<file path="config.mk">
export PLATFORM = sky130hd
export DESIGN_NAME = line_follower_motor_drive_flat
export DESIGN_NICKNAME = d
export VERILOG_FILES = /design/src/hdl/lfmd_pkg.sv /design/src/hdl/lfmd_if.sv /design/src/hdl/lfmd_cfg.sv /design/src/hdl/line_follower_motor_drive.sv /design/src/flat_wrapper.sv
export SDC_FILE = /design/constraint.sdc
export NUM_CORES = 2
export LEC_CHECK = 0
export BUFFER_PORTS_ARGS = -buffer_cell sky130_fd_sc_hd__buf_2
export CORE_UTILIZATION = 65
export DETAILED_ROUTE_END_ITERATION = 7
export GPL_ROUTABILITY_DRIVEN = 0
export PLACE_DENSITY_LB_ADDON = 0.12
export SLEW_MARGIN = 30
export SYNTH_ARGS = -nofsm -noshare
export SYNTH_HDL_FRONTEND = slang
export SYNTH_SLANG_ARGS = --single-unit
</file>
<file path="constraint.sdc">
create_clock -name clk_i -period 20.7 [get_ports clk_i]
set_clock_uncertainty 0.1 [all_clocks]
set_input_delay 1.035 -clock clk_i [delete_from_list [all_inputs] [get_ports clk_i]]
set_output_delay 1.035 -clock clk_i [all_outputs]
set_load 0.02 [all_outputs]
</file>
<file path="src/hdl/lfmd_pkg.sv">
`timescale 1ns / 1ps
`default_nettype none
// ----------------------------------------------------------------------------
// Line follower motor drive package
// Shared types, register codes and fixed-point constants of the motor drive.
// ----------------------------------------------------------------------------
package lfmd_pkg;

  // Register indexes of the configuration port.
  typedef enum logic [1:0] {
    CFG_LINE_IS_WHITE = 2'd0,
    CFG_DIGITAL_SCAN  = 2'd1,
    CFG_SPEED_PERCENT = 2'd2
  } cfg_idx_e;

  localparam int unsigned CfgIdxW   = 2;
  localparam int unsigned CfgDataW  = 7;
  localparam int unsigned PercentW  = 7;
  localparam int unsigned SampleW   = 10;
  localparam int unsigned DriveW    = 8;
  localparam int unsigned PatternW  = 5;

  localparam logic [PercentW-1:0] PercentMax   = 7'd100;
  localparam logic [PercentW-1:0] PercentReset = 7'd100;

  // floor(x / 100) for x below 25600 as (x * 5243) >> 19.
  localparam logic [12:0] DivHundredMul = 13'd5243;
  // floor(x / 10) for x below 2048 as (x * 6554) >> 16.
  localparam logic [12:0] DivTenMul     = 13'd6554;

  typedef struct packed {
    logic                line_is_white;
    logic                digital_scan;
    logic [PercentW-1:0] speed_percent;
  } cfg_t;

  function automatic logic [7:0] div10(input logic [10:0] x);
    logic [23:0] prod;
    prod = 24'(x) * 24'(DivTenMul);
    return prod[23:16];
  endfunction

endpackage
`default_nettype wire

</file>
<file path="src/hdl/lfmd_if.sv">
`timescale 1ns / 1ps
`default_nettype none
// ----------------------------------------------------------------------------
// Line follower motor drive channels
// Valid/ready channels for sensor sample sets and motor drive results.
// ----------------------------------------------------------------------------
interface lfmd_in_if;
  logic       valid;
  logic       ready;
  logic [9:0] sample_far_left;
  logic [9:0] sample_near_left;
  logic [9:0] sample_centre;
  logic [9:0] sample_near_right;
  logic [9:0] sample_far_right;
  logic [4:0] sensor_bits;

  modport source (
    output valid, sample_far_left, sample_near_left, sample_centre,
           sample_near_right, sample_far_right, sensor_bits,
    input  ready
  );
  modport sink (
    input  valid, sample_far_left, sample_near_left, sample_centre,
           sample_near_right, sample_far_right, sensor_bits,
    output ready
  );
endinterface

interface lfmd_out_if;
  logic       valid;
  logic       ready;
  logic [7:0] right_drive;
  logic [7:0] left_drive;
  logic [4:0] line_pattern;

  modport source (
    output valid, right_drive, left_drive, line_pattern,
    input  ready
  );
  modport sink (
    input  valid, right_drive, left_drive, line_pattern,
    output ready
  );
endinterface
`default_nettype wire

</file>
<file path="src/hdl/lfmd_cfg.sv">
`timescale 1ns / 1ps
`default_nettype none
// ----------------------------------------------------------------------------
// Line follower motor drive configuration registers
// Write-only register file for line colour, scan mode and peak speed.
// ----------------------------------------------------------------------------
module lfmd_cfg (
  input  wire logic                          clk_i,
  input  wire logic                          rst_ni,
  input  wire logic                          cfg_we_i,
  input  wire logic [lfmd_pkg::CfgIdxW-1:0]  cfg_idx_i,
  input  wire logic [lfmd_pkg::CfgDataW-1:0] cfg_wdata_i,
  output lfmd_pkg::cfg_t                     cfg_o
);

  lfmd_pkg::cfg_t cfg_q, cfg_d;

  always_comb begin
    cfg_d = cfg_q;
    if (cfg_we_i) begin
      case (cfg_idx_i)
        lfmd_pkg::CFG_LINE_IS_WHITE: cfg_d.line_is_white = cfg_wdata_i[0];
        lfmd_pkg::CFG_DIGITAL_SCAN:  cfg_d.digital_scan  = cfg_wdata_i[0];
        lfmd_pkg::CFG_SPEED_PERCENT: cfg_d.speed_percent = cfg_wdata_i;
        default:                     cfg_d = cfg_q;
      endcase
    end
  end

  always_ff @(posedge clk_i or negedge rst_ni) begin
    if (!rst_ni) begin
      cfg_q.line_is_white <= 1'b0;
      cfg_q.digital_scan  <= 1'b0;
      cfg_q.speed_percent <= lfmd_pkg::PercentReset;
    end else begin
      cfg_q <= cfg_d;
    end
  end

  assign cfg_o = cfg_q;

endmodule
`default_nettype wire

</file>
<file path="src/hdl/line_follower_motor_drive.sv">
`timescale 1ns / 1ps
`default_nettype none
// ----------------------------------------------------------------------------
// Line follower motor drive
// Turns one set of line-sensor readings into right and left PWM duty values.
// ----------------------------------------------------------------------------
// Usage
//   Sample sets enter on in_i, one transaction per set of five analog samples
//   and the digital sensor pattern. Each accepted transaction yields exactly
//   one result transaction on out_o carrying both motor duties and, in
//   digital mode, the normalised line pattern (zero in analog mode).
//   The configuration port, with no read-back, takes one register write
//   per clock; the user writes only with no transaction held (unenforced).
// Pipeline and throughput
//   The set passes one register per pipeline stage, the first loaded at
//   the accepting edge and the last driving out_o: peak speed, speed
//   fractions, sample products, division by full scale, side saturation,
//   then the two cross-cut steps.
//   One transaction is accepted in every cycle when the receiver keeps up.
// Reset
//   Reset empties the pipeline and restores black line, analog mode and
//   full speed (100 percent).
// Stalls
//   Each stage moves on whenever the stage after it is empty or moving, so a
//   stalled receiver only backs up the pipeline; bubbles are squeezed out
//   and the input keeps being accepted until all seven stages are full.
// ----------------------------------------------------------------------------
module line_follower_motor_drive #(
  parameter int unsigned SAMPLE_FULL_SCALE = 850
) (
  input  wire logic                          clk_i,
  input  wire logic                          rst_ni,
  input  wire logic                          cfg_we_i,
  input  wire logic [lfmd_pkg::CfgIdxW-1:0]  cfg_idx_i,
  input  wire logic [lfmd_pkg::CfgDataW-1:0] cfg_wdata_i,
  lfmd_in_if.sink                            in_i,
  lfmd_out_if.source                         out_o
);

  // Division by the full scale is a multiplication by a rounded-up
  // reciprocal. With a 28-bit shift the error stays well below one part in
  // the full scale for every product below 2^18, so the quotient is exact.
  localparam int unsigned RecipShift = 28;
  localparam int unsigned RecipInt   =
      ((1 << RecipShift) + SAMPLE_FULL_SCALE - 1) / SAMPLE_FULL_SCALE;
  localparam logic [28:0] RecipMul   = 29'(RecipInt);

  localparam int unsigned NumStages = 7;
  localparam int unsigned ProdW     = 18;  // sample times weight
  localparam int unsigned ScaledW   = 18;  // quotient, below 2^18 at scale one

  // Digital line patterns after normalisation to a dark line.
  localparam logic [4:0] PatCentre      = 5'd4;
  localparam logic [4:0] PatRightSoft   = 5'd12;
  localparam logic [4:0] PatRightMid    = 5'd8;
  localparam logic [4:0] PatRightHard   = 5'd24;
  localparam logic [4:0] PatRightEdge   = 5'd16;
  localparam logic [4:0] PatRightWide   = 5'd28;
  localparam logic [4:0] PatRightWidest = 5'd30;
  localparam logic [4:0] PatLeftSoft    = 5'd6;
  localparam logic [4:0] PatLeftMid     = 5'd2;
  localparam logic [4:0] PatLeftHard    = 5'd3;
  localparam logic [4:0] PatLeftEdge    = 5'd1;
  localparam logic [4:0] PatLeftWide    = 5'd7;
  localparam logic [4:0] PatLeftWidest  = 5'd15;

  // Control carried alongside each transaction from stage two onwards.
  typedef struct packed {
    logic        white;
    logic        digital;
    logic [7:0]  m;
    logic [10:0] m8;
    logic [7:0]  dig_right;
    logic [7:0]  dig_left;
    logic [4:0]  pattern;
  } ctl_t;

  typedef struct packed {
    logic       white;
    logic       digital;
    logic [7:0] m;
    logic [4:0] pattern;
    logic [9:0] s0;
    logic [9:0] s1;
    logic [9:0] s3;
    logic [9:0] s4;
  } st1_t;

  typedef struct packed {
    ctl_t       ctl;
    logic [7:0] k_outer;
    logic [7:0] k_inner;
    logic [9:0] s0;
    logic [9:0] s1;
    logic [9:0] s3;
    logic [9:0] s4;
  } st2_t;

  typedef struct packed {
    ctl_t             ctl;
    logic [ProdW-1:0] p0;
    logic [ProdW-1:0] p1;
    logic [ProdW-1:0] p3;
    logic [ProdW-1:0] p4;
  } st3_t;

  typedef struct packed {
    ctl_t               ctl;
    logic [ScaledW-1:0] a0;
    logic [ScaledW-1:0] a1;
    logic [ScaledW-1:0] a3;
    logic [ScaledW-1:0] a4;
  } st4_t;

  typedef struct packed {
    ctl_t       ctl;
    logic [7:0] lw;
    logic [7:0] rw;
  } st56_t;

  typedef struct packed {
    ctl_t       ctl;
    logic [7:0] right;
    logic [7:0] left;
  } st7_t;

  lfmd_pkg::cfg_t cfg;

  lfmd_cfg u_cfg (
    .clk_i       (clk_i),
    .rst_ni      (rst_ni),
    .cfg_we_i    (cfg_we_i),
    .cfg_idx_i   (cfg_idx_i),
    .cfg_wdata_i (cfg_wdata_i),
    .cfg_o       (cfg)
  );

  // --------------------------------------------------------------------------
  // Handshake: a stage loads when it is empty or the stage after it loads.
  // --------------------------------------------------------------------------
  logic [NumStages:1]   vld_q;
  logic [NumStages+1:1] adv;

  always_comb begin
    adv[NumStages+1] = out_o.ready;
    for (int i = NumStages; i >= 1; i--) begin
      adv[i] = !vld_q[i] || adv[i+1];
    end
  end

  assign in_i.ready = adv[1];

  always_ff @(posedge clk_i or negedge rst_ni) begin
    if (!rst_ni) begin
      vld_q <= '0;
    end else begin
      if (adv[1]) begin
        vld_q[1] <= in_i.valid;
      end
      for (int i = 2; i <= NumStages; i++) begin
        if (adv[i]) begin
          vld_q[i] <= vld_q[i-1];
        end
      end
    end
  end

  // --------------------------------------------------------------------------
  // Stage one: peak speed m = floor(255 * percent / 100), pattern normalised.
  // --------------------------------------------------------------------------
  logic [6:0]  pct_sat;
  logic [14:0] pct_x255;
  logic [27:0] m_prod;
  st1_t        st1_d, st1_q;

  always_comb begin
    pct_sat  = (cfg.speed_percent > lfmd_pkg::PercentMax) ? lfmd_pkg::PercentMax
                                                            : cfg.speed_percent;
    pct_x255 = {pct_sat, 8'd0} - 15'(pct_sat);
    m_prod   = 28'(pct_x255) * 28'(lfmd_pkg::DivHundredMul);

    st1_d.white   = cfg.line_is_white;
    st1_d.digital = cfg.digital_scan;
    st1_d.m       = m_prod[26:19];
    // The pattern is only reported in digital mode; a white line is inverted
    // so the table always sees a dark line.
    if (!cfg.digital_scan) begin
      st1_d.pattern = '0;
    end else if (cfg.line_is_white) begin
      st1_d.pattern = ~in_i.sensor_bits;
    end else begin
      st1_d.pattern = in_i.sensor_bits;
    end
    st1_d.s0 = in_i.sample_far_left;
    st1_d.s1 = in_i.sample_near_left;
    st1_d.s3 = in_i.sample_near_right;
    st1_d.s4 = in_i.sample_far_right;
  end

  always_ff @(posedge clk_i) begin
    if (adv[1]) begin
      st1_q <= st1_d;
    end
  end

  // --------------------------------------------------------------------------
  // Stage two: sensor weights, the tenths of m and the digital table.
  // --------------------------------------------------------------------------
  logic [7:0] m_4_5, m_3_5, m_2_5;
  st2_t       st2_d, st2_q;

  always_comb begin
    m_4_5 = lfmd_pkg::div10({st1_q.m, 3'd0});
    m_3_5 = lfmd_pkg::div10(11'({st1_q.m, 2'd0}) + 11'({st1_q.m, 1'd0}));
    m_2_5 = lfmd_pkg::div10(11'({st1_q.m, 2'd0}));

    st2_d.k_outer = lfmd_pkg::div10({st1_q.m, 3'd0} - 11'(st1_q.m));
    st2_d.k_inner = lfmd_pkg::div10(11'({st1_q.m, 1'd0}) + 11'(st1_q.m));

    st2_d.ctl.white   = st1_q.white;
    st2_d.ctl.digital = st1_q.digital;
    st2_d.ctl.m       = st1_q.m;
    st2_d.ctl.m8      = {st1_q.m, 3'd0};
    st2_d.ctl.pattern = st1_q.pattern;

    case (st1_q.pattern)
      PatCentre: begin
        st2_d.ctl.dig_right = st1_q.m;
        st2_d.ctl.dig_left  = st1_q.m;
      end
      PatRightSoft: begin
        st2_d.ctl.dig_right = m_4_5;
        st2_d.ctl.dig_left  = st1_q.m;
      end
      PatRightMid: begin
        st2_d.ctl.dig_right = m_3_5;
        st2_d.ctl.dig_left  = st1_q.m;
      end
      PatRightHard: begin
        st2_d.ctl.dig_right = m_2_5;
        st2_d.ctl.dig_left  = st1_q.m;
      end
      PatRightEdge, PatRightWide, PatRightWidest: begin
        st2_d.ctl.dig_right = '0;
        st2_d.ctl.dig_left  = st1_q.m;
      end
      PatLeftSoft: begin
        st2_d.ctl.dig_right = st1_q.m;
        st2_d.ctl.dig_left  = m_4_5;
      end
      PatLeftMid: begin
        st2_d.ctl.dig_right = st1_q.m;
        st2_d.ctl.dig_left  = m_3_5;
      end
      PatLeftHard: begin
        st2_d.ctl.dig_right = st1_q.m;
        st2_d.ctl.dig_left  = m_2_5;
      end
      PatLeftEdge, PatLeftWide, PatLeftWidest: begin
        st2_d.ctl.dig_right = st1_q.m;
        st2_d.ctl.dig_left  = '0;
      end
      default: begin
        st2_d.ctl.dig_right = '0;
        st2_d.ctl.dig_left  = '0;
      end
    endcase

    st2_d.s0 = st1_q.s0;
    st2_d.s1 = st1_q.s1;
    st2_d.s3 = st1_q.s3;
    st2_d.s4 = st1_q.s4;
  end

  always_ff @(posedge clk_i) begin
    if (adv[2]) begin
      st2_q <= st2_d;
    end
  end

  // --------------------------------------------------------------------------
  // Stage three: each of the four side samples times its weight.
  // --------------------------------------------------------------------------
  st3_t st3_d, st3_q;

  always_comb begin
    st3_d.ctl = st2_q.ctl;
    st3_d.p0  = ProdW'(st2_q.s0) * ProdW'(st2_q.k_outer);
    st3_d.p1  = ProdW'(st2_q.s1) * ProdW'(st2_q.k_inner);
    st3_d.p3  = ProdW'(st2_q.s3) * ProdW'(st2_q.k_inner);
    st3_d.p4  = ProdW'(st2_q.s4) * ProdW'(st2_q.k_outer);
  end

  always_ff @(posedge clk_i) begin
    if (adv[3]) begin
      st3_q <= st3_d;
    end
  end

  // --------------------------------------------------------------------------
  // Stage four: division by the sample full scale.
  // --------------------------------------------------------------------------
  localparam int unsigned RecipProdW = ProdW + 29;

  logic [RecipProdW-1:0] q0, q1, q3, q4;
  st4_t                  st4_d, st4_q;

  always_comb begin
    q0 = RecipProdW'(st3_q.p0) * RecipProdW'(RecipMul);
    q1 = RecipProdW'(st3_q.p1) * RecipProdW'(RecipMul);
    q3 = RecipProdW'(st3_q.p3) * RecipProdW'(RecipMul);
    q4 = RecipProdW'(st3_q.p4) * RecipProdW'(RecipMul);
    st4_d.ctl = st3_q.ctl;
    st4_d.a0  = q0[RecipShift +: ScaledW];
    st4_d.a1  = q1[RecipShift +: ScaledW];
    st4_d.a3  = q3[RecipShift +: ScaledW];
    st4_d.a4  = q4[RecipShift +: ScaledW];
  end

  always_ff @(posedge clk_i) begin
    if (adv[4]) begin
      st4_q <= st4_d;
    end
  end

  // --------------------------------------------------------------------------
  // Stage five: side sums, each held at the peak speed.
  // --------------------------------------------------------------------------
  logic [ScaledW:0] sum_left, sum_right;
  st56_t            st5_d, st5_q;

  always_comb begin
    sum_left  = (ScaledW+1)'(st4_q.a0) + (ScaledW+1)'(st4_q.a1);
    sum_right = (ScaledW+1)'(st4_q.a3) + (ScaledW+1)'(st4_q.a4);
    st5_d.ctl = st4_q.ctl;
    st5_d.lw  = (sum_left  > (ScaledW+1)'(st4_q.ctl.m)) ? st4_q.ctl.m : sum_left[7:0];
    st5_d.rw  = (sum_right > (ScaledW+1)'(st4_q.ctl.m)) ? st4_q.ctl.m : sum_right[7:0];
  end

  always_ff @(posedge clk_i) begin
    if (adv[5]) begin
      st5_q <= st5_d;
    end
  end

  // --------------------------------------------------------------------------
  // Stage six: a strong left side cuts the right weight to three tenths.
  // --------------------------------------------------------------------------
  logic [11:0] lw_x10;
  st56_t       st6_d, st6_q;

  always_comb begin
    lw_x10    = 12'({st5_q.lw, 3'd0}) + 12'({st5_q.lw, 1'd0});
    st6_d     = st5_q;
    if (lw_x10 > 12'(st5_q.ctl.m8)) begin
      st6_d.rw = lfmd_pkg::div10(11'({st5_q.rw, 1'd0}) + 11'(st5_q.rw));
    end
  end

  always_ff @(posedge clk_i) begin
    if (adv[6]) begin
      st6_q <= st6_d;
    end
  end

  // --------------------------------------------------------------------------
  // Stage seven: the updated right side may cut the left weight, then the
  // weights become duties. This stage is the output register.
  // --------------------------------------------------------------------------
  logic [11:0] rw_x10;
  logic [7:0]  lw_cut;
  st7_t        st7_d, st7_q;

  always_comb begin
    rw_x10 = 12'({st6_q.rw, 3'd0}) + 12'({st6_q.rw, 1'd0});
    lw_cut = (rw_x10 > 12'(st6_q.ctl.m8))
           ? lfmd_pkg::div10(11'({st6_q.lw, 1'd0}) + 11'(st6_q.lw))
           : st6_q.lw;
    st7_d.ctl = st6_q.ctl;
    if (st6_q.ctl.digital) begin
      st7_d.right = st6_q.ctl.dig_right;
      st7_d.left  = st6_q.ctl.dig_left;
    end else if (st6_q.ctl.white) begin
      st7_d.right = st6_q.rw;
      st7_d.left  = lw_cut;
    end else begin
      st7_d.right = st6_q.ctl.m - st6_q.rw;
      st7_d.left  = st6_q.ctl.m - lw_cut;
    end
  end

  always_ff @(posedge clk_i) begin
    if (adv[7]) begin
      st7_q <= st7_d;
    end
  end

  assign out_o.valid        = vld_q[NumStages];
  assign out_o.right_drive  = st7_q.right;
  assign out_o.left_drive   = st7_q.left;
  assign out_o.line_pattern = st7_q.ctl.pattern;

  // --------------------------------------------------------------------------
  // Assertions
  // --------------------------------------------------------------------------
  // The input only stalls when every stage holds a transaction.
  assert property (@(posedge clk_i) disable iff (!rst_ni)
    !in_i.ready |-> (&vld_q))
    else $error("input stalled while the pipeline has room");

  // A stage whose successor does not load keeps its transaction (checked for stage one).
  assert property (@(posedge clk_i) disable iff (!rst_ni)
    (vld_q[1] && !adv[2]) |=> vld_q[1])
    else $error("transaction dropped from stage one");

  // Analog results report no pattern.
  assert property (@(posedge clk_i) disable iff (!rst_ni)
    (out_o.valid && !st7_q.ctl.digital) |-> (out_o.line_pattern == '0))
    else $error("pattern reported in analog mode");

  // Neither duty ever exceeds the peak speed.
  assert property (@(posedge clk_i) disable iff (!rst_ni)
    out_o.valid |-> (out_o.right_drive <= st7_q.ctl.m && out_o.left_drive <= st7_q.ctl.m))
    else $error("drive above peak speed");

endmodule
`default_nettype wire
</file>
<file path="src/flat_wrapper.sv">
// flat-port wrapper written by rule: the top's interface ports become plain ports
module line_follower_motor_drive_flat 
#(
  parameter int unsigned SAMPLE_FULL_SCALE = 850
)
  (clk_i, rst_ni, cfg_we_i, cfg_idx_i, cfg_wdata_i, in_i_valid, in_i_sample_far_left, in_i_sample_near_left, in_i_sample_centre, in_i_sample_near_right, in_i_sample_far_right, in_i_sensor_bits, in_i_ready, out_o_valid, out_o_right_drive, out_o_left_drive, out_o_line_pattern, out_o_ready);
  lfmd_in_if in_i_i ();
  lfmd_out_if out_o_i ();
  input  wire logic clk_i;
  input  wire logic rst_ni;
  input  wire logic cfg_we_i;
  input  wire logic [lfmd_pkg::CfgIdxW-1:0] cfg_idx_i;
  input  wire logic [lfmd_pkg::CfgDataW-1:0] cfg_wdata_i;
  input wire logic [$bits(in_i_i.valid)-1:0] in_i_valid;
  input wire logic [$bits(in_i_i.sample_far_left)-1:0] in_i_sample_far_left;
  input wire logic [$bits(in_i_i.sample_near_left)-1:0] in_i_sample_near_left;
  input wire logic [$bits(in_i_i.sample_centre)-1:0] in_i_sample_centre;
  input wire logic [$bits(in_i_i.sample_near_right)-1:0] in_i_sample_near_right;
  input wire logic [$bits(in_i_i.sample_far_right)-1:0] in_i_sample_far_right;
  input wire logic [$bits(in_i_i.sensor_bits)-1:0] in_i_sensor_bits;
  output wire logic [$bits(in_i_i.ready)-1:0] in_i_ready;
  output wire logic [$bits(out_o_i.valid)-1:0] out_o_valid;
  output wire logic [$bits(out_o_i.right_drive)-1:0] out_o_right_drive;
  output wire logic [$bits(out_o_i.left_drive)-1:0] out_o_left_drive;
  output wire logic [$bits(out_o_i.line_pattern)-1:0] out_o_line_pattern;
  input wire logic [$bits(out_o_i.ready)-1:0] out_o_ready;
  assign in_i_i.valid = in_i_valid;
  assign in_i_i.sample_far_left = in_i_sample_far_left;
  assign in_i_i.sample_near_left = in_i_sample_near_left;
  assign in_i_i.sample_centre = in_i_sample_centre;
  assign in_i_i.sample_near_right = in_i_sample_near_right;
  assign in_i_i.sample_far_right = in_i_sample_far_right;
  assign in_i_i.sensor_bits = in_i_sensor_bits;
  assign in_i_ready = in_i_i.ready;
  assign out_o_valid = out_o_i.valid;
  assign out_o_right_drive = out_o_i.right_drive;
  assign out_o_left_drive = out_o_i.left_drive;
  assign out_o_line_pattern = out_o_i.line_pattern;
  assign out_o_i.ready = out_o_ready;
  line_follower_motor_drive #(.SAMPLE_FULL_SCALE(SAMPLE_FULL_SCALE)) u_core (.clk_i(clk_i), .rst_ni(rst_ni), .cfg_we_i(cfg_we_i), .cfg_idx_i(cfg_idx_i), .cfg_wdata_i(cfg_wdata_i), .in_i(in_i_i), .out_o(out_o_i));
endmodule
</file>
# After elaboration in Yosys (flattened, before gate mapping)
# Index checks and enable logic that the tools add are counted.
dict set report word_totals {
  register_bits 443
  wordCells 147
  input_bits 69
  out_inout_bits 23
}
dict set report classes {
  reduce_logical 20
  addsub 12
  eq_ne 15
  bitwise 1
  n_mul 16
  n_mux 9
  n_lt_le_gt_ge 5
}
# op n
set op_table {}
lappend op_table {{multiplier 18 x 19 -> 37 bit, second input constant} 4}
lappend op_table {{one-hot mux 16 bit (9 select lines)} 1}
lappend op_table {{multiplier 11 x 12 -> 23 bit, second input constant} 5}
lappend op_table {{multiplier 10 x 8 -> 18 bit} 4}
lappend op_table {{multiplier 8 x 12 -> 20 bit, second input constant} 2}
lappend op_table {{> comparator 19 x 8 -> 1 bit} 2}
lappend op_table {{two-way mux 16 bit} 2}
lappend op_table {{two-way mux 8 bit} 4}
lappend op_table {{adder 9 x 8 -> 10 bit} 3}
lappend op_table {{multiplier 15 x 13 -> 27 bit, second input constant} 1}
lappend op_table {{adder 11 x 9 -> 12 bit} 2}
lappend op_table {{> comparator 12 x 11 -> 1 bit} 2}
lappend op_table {{adder 9 x 9 -> 10 bit} 2}
lappend op_table {{== test 5 bit, second input constant} 4}
lappend op_table {{subtractor 8 bit} 2}
lappend op_table {{== test 5 x 3 -> 1 bit, second input constant} 3}
lappend op_table {{== test 5 x 4 -> 1 bit, second input constant} 3}
lappend op_table {{subtractor 15 x 7 -> 15 bit} 1}
lappend op_table {{adder 10 x 9 -> 11 bit} 1}
lappend op_table {{subtractor 11 x 8 -> 11 bit} 1}
lappend op_table {{== test 5 x 2 -> 1 bit, second input constant} 2}
lappend op_table {{> comparator 7 bit, second input constant} 1}
lappend op_table {{logical NOT 1 bit} 7}
lappend op_table {{logical OR 1 bit} 7}
lappend op_table {{9 further kinds} 12}

# Logic depth before layout (Yosys ltp)
dict set report depth {
  depth_word 8
  mapped_depth 38
  ltp_nobuf 38
}

# Modules after synthesis
# From an unflattened synthesis, not the netlist that was laid out.
dict set report hier_totals {
  hier_cells 5720
  area_unflattened_um2 61765.5
}
# mod cells_per_inst seq_area_each_um2 n_inst area_per_inst_um2
set modules_own_cells {}
lappend modules_own_cells {line_follower_motor_drive 5699 12967.4 1 61400.1}
lappend modules_own_cells {lfmd_cfg 21 229.0 1 365.4}

# Worst setup path before layout
# OpenSTA, ideal clock, no wires.
dict set report synth_path {
  path_type {register to register}
  startpoint {register u_core.st6_q[8] in the netlist's numbering}
  endpoint {register u_core.st7_q (netlist bit u_core.out_o.left_drive[7]), data pin}
  period_less_slack_ns 8.239
  n_path_buf 0
  path_stages_with_launch 37
  slack_ns 12.461
  t_arrival_ns 7.964
  setup_ns 0.175
  required_ns 20.425
  path_cell_list {edfxtp_1 -> ha_1 -> a21o_1 -> a21oi_1 -> o21bai_1 -> a21oi_1 -> inv_1 -> a21oi_1 -> nor2_1 -> nor2_1 -> xnor2_1 -> ha_1 -> fa_1 -> inv_1 -> fa_1 -> inv_1 -> fa_1 -> inv_1 -> fa_1 -> inv_1 -> ha_1 -> and3_1 -> and3_2 -> o31a_1 -> nor3_1 -> xor2_1 -> nand2_1 -> o21ai_0 -> ha_1 -> a21o_1 -> o311ai_0 -> a221oi_1 -> a211o_1 -> maj3_2 -> a21o_1 -> o21ai_2 -> nor4bb_1}
}
# element line
set synth_lines {}
lappend synth_lines {{start, declared} line_follower_motor_drive.sv:350} ;# st56_t st6_d, st6_q;
lappend synth_lines {{start signal, assigned} line_follower_motor_drive.sv:362} ;# st6_q <= st6_d;
lappend synth_lines {{end signal, assigned} line_follower_motor_drive.sv:394} ;# st7_q <= st7_d;
lappend synth_lines {{end, declared} line_follower_motor_drive.sv:372} ;# st7_t st7_d, st7_q;

==> results.py <==
metrics = {
    "drt": {
        "drt_iter0_drc": 1708,
        "viasPerCell": 5.41,
        "ant_nets": 0,
        "first_pass_iters": 5,
        "num_vias": 38600,
        "drc": 0,
        "wire_per_inst_um": 16.6,
        "routed_wl_mm": 118,
    },
    "worst_setup_path": {
        "cp.arrival_ns": 9.51,
        "worst_path_most_repeated_cell": "inv_1",
        "cp.required_ns": 21.04,
        "cp_max_fo": 7,
        "end_kind": "flop",
        "r2r_slack_ns": 11.52,
        "critPathSlowestCell": "fa_1",
        "cpPeakStageDelay_ns": 0.59,
        "cp-start-kind": "flop",
        "worstSetupPathType": "reg -> reg",
    },
    "floorplan": {
        "ios": 92,
        "fp.dieW_um": 311,
        "core-area_um2": 93900,
        "fp-row-count": 112,
        "fp.dieH_um": 311,
        "die_area_um2": 96600,
        "initial_utilization_pct": 66.0,
    },
    "logic_synthesis": {
        "synth_ff_type": "edfxtp_1",
        "yosys_warnings": 0,
        "synth_area_um2": 62000,
        "seq_area_frac_synth_pct": 21.3,
        "async_flop_share_pct": 3.61,
        "yosys.cell_types.count": 74,
        "syn_nets": 7940,
        "ys_seq_elements": 443,
        "avgSynthCellArea_um2": 10.8,
        "synth_edf_count": 427,
        "syn_inst": 5740,
    },
    "placement": {
        "hpwlAfterDp_mm": 100,
        "io_buffers": 81,
        "dpl_worst_slack_ns": 11.63,
    },
    "timing": {
        "grt_setup_unrepaired": "false",
        "tightest_slew_ns": 0.947,
        "hold_viol": 0,
        "period_share_pct": 44.3,
        "setup-violations-final": 0,
        "timing.final.crit_period_ns": 9.18,
        "clock.fmax_mhz": 109,
        "tns_ns": 0,
        "timing.final.ws_setup_ns": 11.52,
        "drv_slew": 0,
        "max_slew_margin_pct": 36.5,
    },
    "clock_tree": {
        "post-cts-setup-buffer-count": 0,
        "cts_tree": "yes",
        "cts_resized": 0,
        "clk_pin_slew_ns": 0.06,
        "cts.path.max_buffers": 3,
        "cts_sinks": 443,
        "cts_max_level": 2,
        "hold_buffers": 0,
        "clockRootBuffer": "clkbuf_16",
        "worstSkewPairLatency_ns": 0.63,
        "cts_buffers": 52,
    },
    "finish": {
        "final_common_cell": "inv_1",
        "antenna_cells": 0,
        "syn_to_final_growth_pct": 6.04,
        "fillers": 6987,
        "nNetsFinal": 8035,
        "drive_gt1_share_pct": 4.61,
        "layout_common_cells": "inv_1 (1437), ha_1 (1289), fa_1 (842)",
    },
    "grt": {
        "grt-ovfl-total": 0,
        "grt.total_usage_pct": 25.6,
        "grt_pass1_vias": 41500,
        "grt_max_degree": 69,
        "antenna_found_initial": 1,
        "grt_pass1_wl_mm": 202,
    },
    "status": {
        "status": "finished, final reports clean",
    },
    "hold_path": {
        "hp-class": "in -> async",
    },
    "flow_run": {
        "cap_violations": 0,
    },
}
critical path, delay by kind of cell (launching register included):
| kind | cells | cell delay [ns] |
|---|---|---|
| buf+inv | 5 | 0.31 |
| flops | 1 | 0.54 |
| compound gates | 13 | 2.77 |
| fa+ha+maj | 9 | 3.68 |
| xor+xnor | 2 | 0.44 |
| simple gates | 7 | 1.15 |
flip-flops by register name, summed over array words and instances, names as in the netlist:
name and count:
u_core.out_o.line_pattern 5, u_core.st4_q 67, u_core.st5_q 47, u_core.st1_q 55, u_core.out_o.right_drive 8, u_core.st6_q 47, u_core.st3_q 103, u_core.vld_q 7
u_core.st2_q 87, u_core.u_cfg.cfg_o 9, u_core.out_o.left_drive 8
final timing paths:
check	start	end	depth (start not counted)
worst max-delay path	u_core.st6_q[8]	u_core.out_o.left_drive[7]	36
worst min-delay path	rst_ni	u_core.vld_q[1]	1
worst max register to register	u_core.st6_q[8]	u_core.out_o.left_drive[7]	36
worst min register to register	u_core.st3_q[74]	u_core.st4_q[74]	0
max in group asynchronous	rst_ni	u_core.u_cfg.cfg_o[5]	1
min in group clk_i	u_core.st3_q[74]	u_core.st4_q[74]	0
per-layer routing:
metal  vias up  GRT usage, %  share of wire [%]
met1     19000          35.7                 46
met2       694          43.4                 48
met5         -             0                  0
met3       135          2.44                3.8
li1      18700             -                  -
met4         0          6.15                2.0
cell usage after synthesis, drive strengths merged, types with 36 or more instances:
| master | count | area share, % |
|---|---|---|
| inv | 1439 | 8.7 |
| edfxtp | 427 | 21 |
| xor2 | 61 | 0.86 |
| ha | 1289 | 26 |
| xnor2 | 140 | 2.0 |
| nand2 | 270 | 1.6 |
| and2 | 199 | 2.0 |
| nor2b | 36 | 0.36 |
| clkbuf | 47 | 0.28 |
| a21oi | 149 | 1.2 |
| nor2 | 145 | 0.88 |
| a21o | 69 | 0.84 |
| o21ai | 146 | 1.2 |
| fa | 842 | 27 |
cell families (layout without fill, tap and decap cells):
logic type / after synthesis / in the layout / share of synthesized area, %
compound gates: 565 / 565 / 5.78
fa+ha+maj: 2133 / 2133 / 53.2
xor+xnor: 201 / 201 / 2.84
flops: 443 / 443 / 21.3
buf+inv: 1493 / 1630 / 9.07
mux: 41 / 41 / 0.731
simple gates: 864 / 864 / 7.01
per-stage QoR:
| step | instances | instance area [µm²] | util (%) | hold WS, ns |
|---|---|---|---|---|
| after floorplan | 5740 | 62000 | - | 0.300 |
| after global placement | 7034 | 63900 | 68.0 | 0.301 |
| after detailed placement | 7034 | 63900 | 68.0 | 0.305 |
| after CTS | 7130 | 65700 | 70.0 | 0.211 |
| after global routing | 7131 | 65700 | 70.0 | 0.242 |
| final | 7131 | 65700 | 70.0 | 0.243 |
final cells by class:
type	instances	area, µm²	area share (%)
Multi-Input combinational cell	3804	43200	65.7
Clock buffer	60	1390	2.12
Timing Repair Buffer	95	522	0.794
Tap cell	1254	1570	2.39
Sequential cell	443	13200	20.1
Inverter	1439	5400	8.22
Clock inverter	36	440	0.670
Power is not shown: default switching activity piles up to over one toggle a cycle in this logic, so the estimate is an artifact.
